==> config.mk <==
export PLATFORM = sky130hd
export DESIGN_NAME = mpeg_audio_video_rtp_packetizer_unit
export DESIGN_NICKNAME = d
export VERILOG_FILES = /design/src/rtl/core/mavrp_pkg.sv /design/src/rtl/core/mpeg_audio_video_rtp_packetizer_unit.sv
export SDC_FILE = /design/constraint.sdc
export NUM_CORES = 1
export LEC_CHECK = 0
export ABC_CLOCK_PERIOD_IN_PS = 5300
export BUFFER_PORTS_ARGS = -buffer_cell sky130_fd_sc_hd__buf_2
export CAP_MARGIN = 5
export CORE_MARGIN = 3
export CORE_UTILIZATION = 54
export CTS_CLUSTER_SIZE = 16
export DETAILED_ROUTE_END_ITERATION = 6
export PLACE_DENSITY = 0.84
export REMOVE_ABC_BUFFERS = 1
export SLEW_MARGIN = 20
export SYNTH_ARGS = -nofsm -noshare
export SYNTH_HDL_FRONTEND = slang
export SYNTH_SLANG_ARGS = --single-unit
==> constraint.sdc <==
create_clock -name i_clk -period 5.3 [get_ports i_clk]
set_input_delay 0.795 -clock i_clk [delete_from_list [all_inputs] [get_ports i_clk]]
set_output_delay 0.795 -clock i_clk [all_outputs]
set_load 0.1 [all_outputs]
==> src/rtl/core/mavrp_pkg.sv <==
// Shared types and constants for the MPEG audio/video RTP packetizer.
// Holds the item structs, command codes and payload size limits.
// No dependencies.
package mavrp_pkg;

    localparam int unsigned QUEUE_DEPTH = 8;
    localparam int unsigned QA_W        = (QUEUE_DEPTH > 1) ? $clog2(QUEUE_DEPTH) : 1;
    localparam int unsigned CNT_W       = $clog2(QUEUE_DEPTH + 1);

    localparam logic [12:0] PAY_MIN   = 13'd512;
    localparam logic [12:0] PAY_MAX   = 13'd4096;
    localparam logic [12:0] PAY_RESET = 13'd1400;
    localparam logic [2:0]  HDR_BYTES = 3'd4;

    localparam logic [1:0] CMD_AUDIO = 2'd0;
    localparam logic [1:0] CMD_VIDEO = 2'd1;
    localparam logic [1:0] CMD_FLUSH = 2'd2;

    typedef struct packed {
        logic [1:0]  cmd;
        logic [15:0] frame_id;
        logic [13:0] frame_len;
        logic [31:0] frame_stamp;
    } t_in_item;

    typedef struct packed {
        logic        is_video;
        logic [15:0] chunk_frame;
        logic [13:0] chunk_start;
        logic [12:0] chunk_bytes;
        logic        has_audio_header;
        logic [15:0] header_offset;
        logic [31:0] packet_stamp;
        logic        marker;
        logic        end_of_packet;
        logic        last;
    } t_out_item;

    typedef struct packed {
        logic [15:0] id;
        logic [13:0] len;
    } t_qentry;

endpackage

==> src/rtl/core/mpeg_audio_video_rtp_packetizer_unit.sv <==
// Top level of the MPEG audio/video RTP packetizer: frame descriptors in,
// payload chunk descriptors out. Depends on mavrp_pkg.

// The block takes one item at a time: an audio frame, a video frame or a
// flush command, and answers with zero or more chunk descriptors, one per
// output item, with last set on the final one. Small audio frames are held
// in an on-chip queue of QUEUE_DEPTH entries (a synchronous memory with a
// registered read) and sent together as one packet when the next frame would
// overflow the payload, when the queue fills or on a flush command. Large
// audio frames and all video frames are cut into pieces of the payload size
// (less the 4-byte audio header for audio). An item is first accepted and
// decoded, then each queued entry that is sent takes a memory read and an
// output load, then the frame is written to the queue, or its fragments or
// video pieces go out one by one. The longest work for one item is a flush
// of the seven frames that the queue can hold between items, followed by
// the 33 fragments of the longest audio frame at the smallest payload size.
// A frame that fills the queue is written and then the whole queue is sent.
// The sequencer walks the queue memory and the fragment loop, and output
// backpressure stalls it. A finished chunk waits in the output register
// while the sequencer keeps working.
// The payload size register is saturated to 512..4096 when written and may
// be changed only while the block is idle. There is no clearing pass after
// reset: the queue is tracked by its fill count.
module mpeg_audio_video_rtp_packetizer_unit
    import mavrp_pkg::*;
(
    input  logic        i_clk,
    input  logic        i_rst_n,
    input  logic        i_cfg_we,
    input  logic [12:0] i_cfg_data,
    input  logic        i_in_valid,
    output logic        o_in_ready,
    input  t_in_item    i_in_data,
    output logic        o_out_valid,
    input  logic        i_out_ready,
    output t_out_item   o_out_data
);

    typedef enum logic [2:0] {
        ST_IDLE,
        ST_DECIDE,
        ST_FL_RD,
        ST_FL_OUT,
        ST_QWRITE,
        ST_SPLIT
    } t_state;

    t_state             r_state, n_state;
    t_in_item           r_item, n_item;
    logic [12:0]        r_pay;
    logic [CNT_W-1:0]   r_count, n_count;
    logic [12:0]        r_bytes, n_bytes;
    logic [31:0]        r_first, n_first;
    logic [QA_W-1:0]    r_idx, n_idx;
    logic [13:0]        r_off, n_off;
    logic               r_vid, n_vid;
    logic               r_fits, n_fits;
    logic               r_more, n_more;
    logic               r_post, n_post;
    logic               r_out_valid, n_out_valid;
    t_out_item          r_out_data;

    // Queue memory: one write port, one registered read port.
    t_qentry            mem_q [QUEUE_DEPTH];
    t_qentry            r_rd_data;
    logic               mem_we, mem_re;
    t_qentry            mem_wd;

    logic               out_free, out_load;
    t_out_item          out_d;

    // Decode terms used while deciding on an item.
    logic [14:0]        need;
    logic [15:0]        sum_bytes;
    logic               is_audio, is_flush, over, fits, pre, post;
    logic [CNT_W-1:0]   cnt_after;
    // Fragment loop terms.
    logic [12:0]        space, piece;
    logic [13:0]        pend;
    logic               fin;
    logic               q_last;

    assign out_free    = !r_out_valid || i_out_ready;
    assign o_in_ready  = (r_state == ST_IDLE);
    assign o_out_valid = r_out_valid;
    assign o_out_data  = r_out_data;

    assign need      = {1'b0, r_item.frame_len} + {12'd0, HDR_BYTES};
    assign sum_bytes = {3'd0, r_bytes} + {1'b0, need};
    assign is_audio  = (r_item.cmd == CMD_AUDIO);
    assign is_flush  = (r_item.cmd == CMD_FLUSH);
    assign over      = sum_bytes > {3'd0, r_pay};
    assign fits      = need < {2'd0, r_pay};
    assign pre       = (is_audio && (r_count != '0) &&
                        (over || (fits && (r_count >= CNT_W'(QUEUE_DEPTH))))) ||
                       (is_flush && (r_count != '0));
    assign cnt_after = pre ? '0 : r_count;
    assign post      = is_audio && fits && ((cnt_after + 1'b1) == CNT_W'(QUEUE_DEPTH));

    assign space = r_vid ? r_pay : (r_pay - {10'd0, HDR_BYTES});
    assign pend  = r_item.frame_len - r_off;
    assign fin   = pend <= {1'b0, space};
    assign piece = fin ? pend[12:0] : space;

    assign q_last = (CNT_W'(r_idx) + 1'b1) == r_count;

    always_comb begin
        n_state  = r_state;
        n_item   = r_item;
        n_count  = r_count;
        n_bytes  = r_bytes;
        n_first  = r_first;
        n_idx    = r_idx;
        n_off    = r_off;
        n_vid    = r_vid;
        n_fits   = r_fits;
        n_more   = r_more;
        n_post   = r_post;
        mem_we   = 1'b0;
        mem_re   = 1'b0;
        mem_wd   = '{id: r_item.frame_id, len: r_item.frame_len};
        out_load = 1'b0;
        out_d    = '0;

        case (r_state)
            ST_IDLE: begin
                if (i_in_valid) begin
                    n_item  = i_in_data;
                    n_state = ST_DECIDE;
                end
            end
            ST_DECIDE: begin
                n_fits = fits;
                n_more = (is_audio && !fits) || post;
                n_post = 1'b0;
                n_idx  = '0;
                n_off  = '0;
                n_vid  = (r_item.cmd == CMD_VIDEO);
                if (pre) begin
                    n_state = ST_FL_RD;
                end else if (is_audio && fits) begin
                    n_state = ST_QWRITE;
                end else if (is_audio) begin
                    n_state = ST_SPLIT;
                end else if ((r_item.cmd == CMD_VIDEO) && (r_item.frame_len != '0)) begin
                    n_state = ST_SPLIT;
                end else begin
                    n_state = ST_IDLE;
                end
            end
            ST_FL_RD: begin
                mem_re  = 1'b1;
                n_state = ST_FL_OUT;
            end
            ST_FL_OUT: begin
                if (out_free) begin
                    out_load               = 1'b1;
                    out_d.is_video         = 1'b0;
                    out_d.chunk_frame      = r_rd_data.id;
                    out_d.chunk_start      = '0;
                    out_d.chunk_bytes      = r_rd_data.len[12:0];
                    out_d.has_audio_header = 1'b1;
                    out_d.header_offset    = '0;
                    out_d.packet_stamp     = r_first;
                    out_d.marker           = 1'b1;
                    out_d.end_of_packet    = q_last;
                    out_d.last             = q_last && !r_more;
                    if (q_last) begin
                        n_count = '0;
                        n_bytes = '0;
                        if (r_post) begin
                            n_state = ST_IDLE;
                        end else if (is_audio && r_fits) begin
                            n_state = ST_QWRITE;
                        end else if (is_audio) begin
                            n_state = ST_SPLIT;
                        end else begin
                            n_state = ST_IDLE;
                        end
                    end else begin
                        n_idx   = r_idx + 1'b1;
                        n_state = ST_FL_RD;
                    end
                end
            end
            ST_QWRITE: begin
                mem_we  = 1'b1;
                if (r_count == '0) begin
                    n_first = r_item.frame_stamp;
                end
                n_count = r_count + 1'b1;
                n_bytes = sum_bytes[12:0];
                if (n_count == CNT_W'(QUEUE_DEPTH)) begin
                    n_post  = 1'b1;
                    n_more  = 1'b0;
                    n_idx   = '0;
                    n_state = ST_FL_RD;
                end else begin
                    n_state = ST_IDLE;
                end
            end
            ST_SPLIT: begin
                if (out_free) begin
                    out_load               = 1'b1;
                    out_d.is_video         = r_vid;
                    out_d.chunk_frame      = r_item.frame_id;
                    out_d.chunk_start      = r_off;
                    out_d.chunk_bytes      = piece;
                    out_d.has_audio_header = !r_vid;
                    out_d.header_offset    = r_vid ? 16'd0 : {2'd0, r_off};
                    out_d.packet_stamp     = r_item.frame_stamp;
                    out_d.marker           = fin;
                    out_d.end_of_packet    = 1'b1;
                    out_d.last             = fin;
                    n_off                  = r_off + {1'b0, piece};
                    if (fin) begin
                        n_state = ST_IDLE;
                    end
                end
            end
            default: begin
                n_state = ST_IDLE;
            end
        endcase

        if (out_load) begin
            n_out_valid = 1'b1;
        end else if (i_out_ready) begin
            n_out_valid = 1'b0;
        end else begin
            n_out_valid = r_out_valid;
        end
    end

    // Writes happen only in the queue-write state and reads only in the read
    // state, so the two ports never touch the memory in the same cycle.
    always_ff @(posedge i_clk) begin
        if (mem_we) begin
            mem_q[r_count[QA_W-1:0]] <= mem_wd;
        end
        if (mem_re) begin
            r_rd_data <= mem_q[r_idx];
        end
    end

    always_ff @(posedge i_clk) begin
        if (!i_rst_n) begin
            r_state     <= ST_IDLE;
            r_count     <= '0;
            r_bytes     <= '0;
            r_out_valid <= 1'b0;
            r_pay       <= PAY_RESET;
        end else begin
            r_state     <= n_state;
            r_count     <= n_count;
            r_bytes     <= n_bytes;
            r_out_valid <= n_out_valid;
            if (i_cfg_we) begin
                if (i_cfg_data < PAY_MIN) begin
                    r_pay <= PAY_MIN;
                end else if (i_cfg_data > PAY_MAX) begin
                    r_pay <= PAY_MAX;
                end else begin
                    r_pay <= i_cfg_data;
                end
            end
        end
        r_item  <= n_item;
        r_first <= n_first;
        r_idx   <= n_idx;
        r_off   <= n_off;
        r_vid   <= n_vid;
        r_fits  <= n_fits;
        r_more  <= n_more;
        r_post  <= n_post;
        if (out_load) begin
            r_out_data <= out_d;
        end
    end

    // The fill count never runs past the queue depth.
    a_count_bound: assert property (@(posedge i_clk) disable iff (!i_rst_n)
        r_count <= CNT_W'(QUEUE_DEPTH))
        else $error("queue count above depth");

    // An empty queue holds no bytes.
    a_empty_bytes: assert property (@(posedge i_clk) disable iff (!i_rst_n)
        (r_count == '0) |-> (r_bytes == '0))
        else $error("byte count nonzero with empty queue");

    // The queue memory is never read and written in the same cycle.
    a_no_rw: assert property (@(posedge i_clk) disable iff (!i_rst_n)
        !(mem_we && mem_re))
        else $error("queue memory read and write collide");

    // After the final chunk of an item the sequencer is idle again, or it
    // queues the frame whose arrival flushed the packet.
    a_last_idle: assert property (@(posedge i_clk) disable iff (!i_rst_n)
        (out_load && out_d.last) |=> ((r_state == ST_IDLE) || (r_state == ST_QWRITE)))
        else $error("sequencer busy after last chunk");

    // An accepted item closes the input until it has been worked off.
    a_one_item: assert property (@(posedge i_clk) disable iff (!i_rst_n)
        (i_in_valid && o_in_ready) |=> !o_in_ready)
        else $error("second item accepted while busy");

endmodule
==> impl_metrics.tcl, run 1 <==
set metrics [dict create \
    status "finished with violations" \
    violations "negative setup slack" \
    io_pins 180 \
    fin_ws_ns -0.6149 \
    grt_usage 0.2514 \
    post-dp-hpwl_um 33480 \
    synth_top_cell_area_share 0.6515 \
    crit_path_start_kind "register" \
    tightest_slew_ns 1.036 \
    clk_pin_slew_ns 0.07 \
    die_area_um2 42730 \
    cap_violations 0 \
    syn_area_um2 21760 \
    ys_types 65 \
    clock_sinks 506 \
    die_w_um 206.7 \
    synth_common_cells "edfxtp_1, nor2_1, ha_1" \
    layout.nets 1865 \
    required_ns 5.60 \
    cts_tree "yes" \
    power.density_nw_per_um2 437.9 \
    final-setup-viol-count 9 \
    htreeDepth 2 \
    peakVddDrop_uv 244.8 \
    synth.most_common_cell "edfxtp_1" \
    p_leak_nw 9.552 \
    hp-class "in -> reg" \
    synth-seq-area-share 0.6828 \
    dp_slack_ns -0.8331 \
    hold_path_end "mem_wd[14]" \
    cp_slowest_cell "edfxtp_1" \
    post-route-util 0.6659 \
    post-route-period-util 1.116 \
    min_period_ns 5.915 \
    area_delta_synth_final_pct 19.95 \
    clock_path_buffers 3 \
    fin_skew_ns 0.02116 \
    r2r_start "r_off[0]" \
    critPathMaxFanout 4 \
    finalNonFillerCells 2250 \
    synth_area_leaders "edfxtp_1, mux4_2, ha_1" \
    clock_latency_ns 0.59 \
    vias 13800 \
    min_path_cells 1 \
    drtIter0Drc 1393 \
    ant_nets 0 \
    antenna_cells 0 \
    postSynthCellCount 1380 \
    drc 0 \
    yosys.area.top_type "edfxtp_1" \
    report.final.slew_viol_count 0 \
    postRouteWirelength_um 54040 \
    ys_async_sr_fraction 0 \
    hold_violations 0 \
    rsz0062_at_grt "yes" \
    grt_pass1_wl_um 81140 \
    critPathCaptureType "register" \
    slowest_delay_ns 0.43 \
    critical_path_class "reg -> reg" \
    fmax_ghz 0.1691 \
    antenna_found_initial 1 \
    synth_edf_count 472 \
    numCtsBuffers 48 \
    die_y_um 206.7 \
    dominantRegCellSynth "edfxtp_1" \
    coreArea_um2 39190 \
    reg2reg_depth 30 \
    viasPerCell 6.132 \
    holdCritStartpoint "i_in_data[46]" \
    root_buffer "clkbuf_16" \
    crit-reg2reg-capture "r_off[10]" \
    start_util 0.5552 \
    path_common_cell "buf_4" \
    rrSetupSlack_ns -0.61 \
    wl_per_cell_um 24.02 \
    drive_above_1_share 0.3147 \
    gp_congestion 0.9518 \
    gr-total-overflow 0 \
    synth_seq_cells 506 \
    dp_cells 2145 \
    relSlewSlack 0.3093 \
    grt_max_degree 65 \
    rows 72 \
    cp.arrival_ns 6.22 \
    drtPass1Iterations 5 \
    synth_area_per_cell_um2 15.77 \
    portBuffers 177 \
    timing.hold.ws_ns 0.3859 \
    grt_pass1_vias 14080 \
    ys_warn_count 0 \
]
## cells by family after synthesis
| family | synth area share |
|---|---|
| adder cells (fa/ha/maj) | 0.05279 |
| flip-flops | 0.6828 |
| multiplexers | 0.07701 |
| AND/OR/NAND/NOR | 0.06182 |
| XOR/XNOR | 0.02335 |
| other | 0.0001724 |
| buffers and inverters | 0.01955 |
| AO/OA/AOI/OAI | 0.08253 |
## where the power goes
part	internal, W	switching, W	total [W]
Combinational	0.00131	0.00174	0.00305
Clock	0.00210	0.00151	0.00361
Sequential	0.00464	0.000134	0.00477
## per-stage QoR
step                      TNS [ns]  instance area, um^2  power [W]
after floorplan             -2.295                21540   0.006513
after global placement      -2.510                24080   0.007418
after detailed placement    -4.871                24080   0.007517
after CTS                   -2.859                25960    0.01130
after global routing        -5.722                26100    0.01184
final                       -3.802                26100    0.01143
## worst max-delay path by stage
stage | startpoint | to | slack (ns) | depth (start not counted)
final | r_off[0] | r_off[10] | -0.61 | 30
after global routing | mem_wd[0] | r_off[10] | -0.82 | 29
after CTS | r_off[1] | r_off[11] | -0.50 | 28
after detailed placement | mem_wd[1] | r_off[13] | -0.83 | 28
after global placement | mem_wd[0] | r_off[13] | -0.51 | 29
after floorplan | mem_wd[1] | r_off[13] | -0.52 | 26
## metal layers
metal	track usage	part of all wire	vias up
li1	-	-	6029
met1	0.3324	0.38	6769
met2	0.4100	0.48	807
met3	0.04501	0.089	189
met4	0.1182	0.048	2
met5	0	0.00024	-
## sequential cells by signal, indices dropped and copies added, names as in the netlist, 4 cells and up
register,cells
o_out_data,94
r_first,32
r_off,14
mem_wd,30
r_rd_data,29
r_bytes,13
r_count,4
r_item,34
mem_q,232
r_pay,13
## critical path: cells and delay by family, from the launching register on
family / cells / cell delay (ns)
multiplexers: 1 / 0.35
flip-flops: 1 / 0.43
AO/OA/AOI/OAI: 12 / 2.06
adder cells (fa/ha/maj): 4 / 1.13
buffers and inverters: 7 / 0.84
AND/OR/NAND/NOR: 4 / 0.36
XOR/XNOR: 2 / 0.43
## area by class of cell
class,instances,area (um^2)
sequential,506,14850
fill,2508,13090
multi-input combinational,765,6749
timing repair buffer,318,1972
clock buffer,55,1249
tap,518,648.1
clock inverter,34,421.7
inverter,54,202.7
## cell usage in the layout (no fill, tap or decap), types with 9 or more instances in the layout
master,Yosys,final
a21o_1,11,11
a21oi_1,49,37
a21oi_2,0,11
a22o_1,62,62
a22oi_1,14,14
and3_1,14,14
buf_2,1,177
buf_4,3,138
clkbuf_16,0,49
clkinv_2,0,9
dfxtp_1,34,34
edfxtp_1,472,472
ha_1,87,82
inv_1,53,51
mux2_2,31,30
mux4_2,58,58
nand2_1,56,53
nand3_1,21,21
nand4_1,14,14
nor2_1,92,87
nor2b_1,12,10
nor3_1,27,25
o211ai_1,14,14
o21a_1,11,11
o21ai_0,29,26
xnor2_1,40,37
xor2_1,18,17
## what timing repair did
action	CTS	global route
resized for setup	29	21
pin swaps	26	26
hold buffers	0	0
setup endpoints to repair	10	14
setup buffers	13	4
No activity file was read; power rests on OpenSTA's default activity.
==> run 2: changes to the inputs <==
--- a/config.mk
+++ b/config.mk
@@ -13,7 +13,6 @@
 export CTS_CLUSTER_SIZE = 16
 export DETAILED_ROUTE_END_ITERATION = 6
 export PLACE_DENSITY = 0.84
-export REMOVE_ABC_BUFFERS = 1
 export SLEW_MARGIN = 20
 export SYNTH_ARGS = -nofsm -noshare
 export SYNTH_HDL_FRONTEND = slang
==> impl_metrics.tcl, run 2 (synthesized netlist as in run 1, its figures left out) <==
set metrics [dict create \
    rrSetupSlack_ns -0.47 \
    critPathCaptureType "register" \
    nFillCells 2528 \
    fin_ws_ns -0.4729 \
    crit_start "r_off[1]" \
    finalNonFillerCells 2221 \
    drc 0 \
    dp_cells 2116 \
    final-setup-viol-count 7 \
    status "finished with violations" \
    peakVddDrop_uv 346.6 \
    antenna_found_initial 2 \
    rsz0062_at_grt "yes" \
    regArea_um2 14850 \
    critPathMaxFanout 4 \
    io_pins 180 \
    fmax_ghz 0.1732 \
    clock_latency_ns 0.61 \
    post-route-util 0.6638 \
    report.final.slew_viol_count 0 \
    die_y_um 206.7 \
    post-route-period-util 1.089 \
    use_met1 0.3318 \
    min_period_ns 5.773 \
    p_leak_nw 9.478 \
    crit_path_start_kind "register" \
    grt_usage 0.2534 \
    timing.hold.ws_ns 0.3579 \
    vias 13650 \
    drtIter0Drc 1474 \
    numCtsBuffers 49 \
    portBuffers 177 \
    dp_slack_ns -0.3786 \
    cp_slowest_cell "edfxtp_1" \
    root_buffer "clkbuf_16" \
    cp.arrival_ns 6.09 \
    gp_congestion 0.9160 \
    fin_skew_ns 0.02466 \
    die_w_um 206.7 \
    drive_above_1_share 0.3042 \
    endpoint "r_off[12]" \
    viasPerCell 6.146 \
    rows 72 \
    grtUsageMet2 0.4177 \
    critical_path_class "reg -> reg" \
    post-dp-hpwl_um 33180 \
    grt_pass1_vias 13890 \
    drtPass1Iterations 5 \
    slowest_delay_ns 0.42 \
    largest_register_ffs 232 \
    clk_pin_slew_ns 0.06 \
    cp.depth 30 \
    required_ns 5.62 \
    htreeDepth 2 \
    die_area_um2 42730 \
    grt_max_degree 72 \
    path_buf_inv 3 \
    tightest_slew_ns 1.120 \
    wl_per_cell_um 24.51 \
    power.density_nw_per_um2 442.4 \
    critical-path-top-delay-family "compound AO/OA/AOI/OAI gates" \
    start_util 0.5552 \
    final_common_cell "edfxtp_1" \
    r2r_start "r_off[1]" \
    relSlewSlack 0.2513 \
    grt_util_met3 0.05112 \
    path_common_cell "a21oi_2" \
    area_delta_synth_final_pct 19.57 \
    hp-class "in -> reg" \
    reg2reg_depth 30 \
    hold_violations 0 \
    final_cell_mix "edfxtp_1, buf_2, buf_4" \
    grt_pass1_wl_um 81240 \
    gr-total-overflow 0 \
    clock_path_buffers 3 \
    cts_tree "yes" \
    layout.nets 1835 \
    top_usage_layer "met2" \
    ant_nets 0 \
    coreArea_um2 39190 \
    clock_sinks 506 \
    postRouteWirelength_um 54430 \
    antenna_cells 0 \
    cap_violations 0 \
    multi_input_area_um2 6787 \
    crit-reg2reg-capture "r_off[12]" \
    violations "negative setup slack" \
]
## run 2: cell type report
cell class,count,share of cell area
clock inverter,38,0.02044
tap,518,0.02491
multi-input combinational,765,0.2609
timing repair buffer,287,0.06686
clock buffer,53,0.04810
sequential,506,0.5710
inverter,54,0.007792
## run 2: what timing repair did
item                                    4_1_cts  5_1_grt
setup buffers                                15        5
pin swaps                                    14       34
endpoints found under the setup margin        7       11
gates resized for setup                      19       22
hold buffers                                  0        0
## run 2: power by group
group / leakage (nW) / internal, W / total (W) / switching (W)
Combinational: 4.08 / 0.00124 / 0.00291 / 0.00167
Clock: 0.856 / 0.00227 / 0.00381 / 0.00155
Sequential: 4.54 / 0.00464 / 0.00478 / 0.000147
Total: 9.48 / 0.00814 / 0.0115 / 0.00337
## run 2: metal layers
| metal | wire (um) | share of wire |
|---|---|---|
| met2 | 26810 | 0.49 |
| met5 | 11 | 0.00020 |
| met3 | 4551 | 0.084 |
| met4 | 2168 | 0.040 |
| met1 | 20890 | 0.38 |
## run 2: how the worst min path moves through the flow
stage,start,to,slack (ns),depth (start not counted)
after floorplan,r_item[0],r_first[0],0.43,0
after global placement,r_item[2],r_first[2],0.44,0
after detailed placement,r_item[2],r_first[2],0.44,0
after CTS,i_in_data[52],mem_wd[20],0.33,1
after global routing,i_in_data[58],mem_wd[26],0.34,1
final,i_in_data[9],r_item[9],0.36,1
## run 2: worst reg2reg max path: cells and delay by family (launching register included)
kind | cells | cell delay [ns]
AND/OR/NAND/NOR | 6 | 0.75
adder cells (fa/ha/maj) | 4 | 1.00
XOR/XNOR | 2 | 0.38
AO/OA/AOI/OAI | 15 | 2.57
flip-flops | 1 | 0.42
buffers and inverters | 3 | 0.38
## run 2: metrics by stage
step                      total power, W  setup TNS, ns  cell area [um^2]
after detailed placement        0.007451         -1.678             23920
after global placement          0.007373         -1.047             23920
after global routing             0.01194         -4.400             26010
final                            0.01151         -2.291             26010
after CTS                        0.01146         -1.721             25910
after floorplan                 0.006579        -0.9534             21830
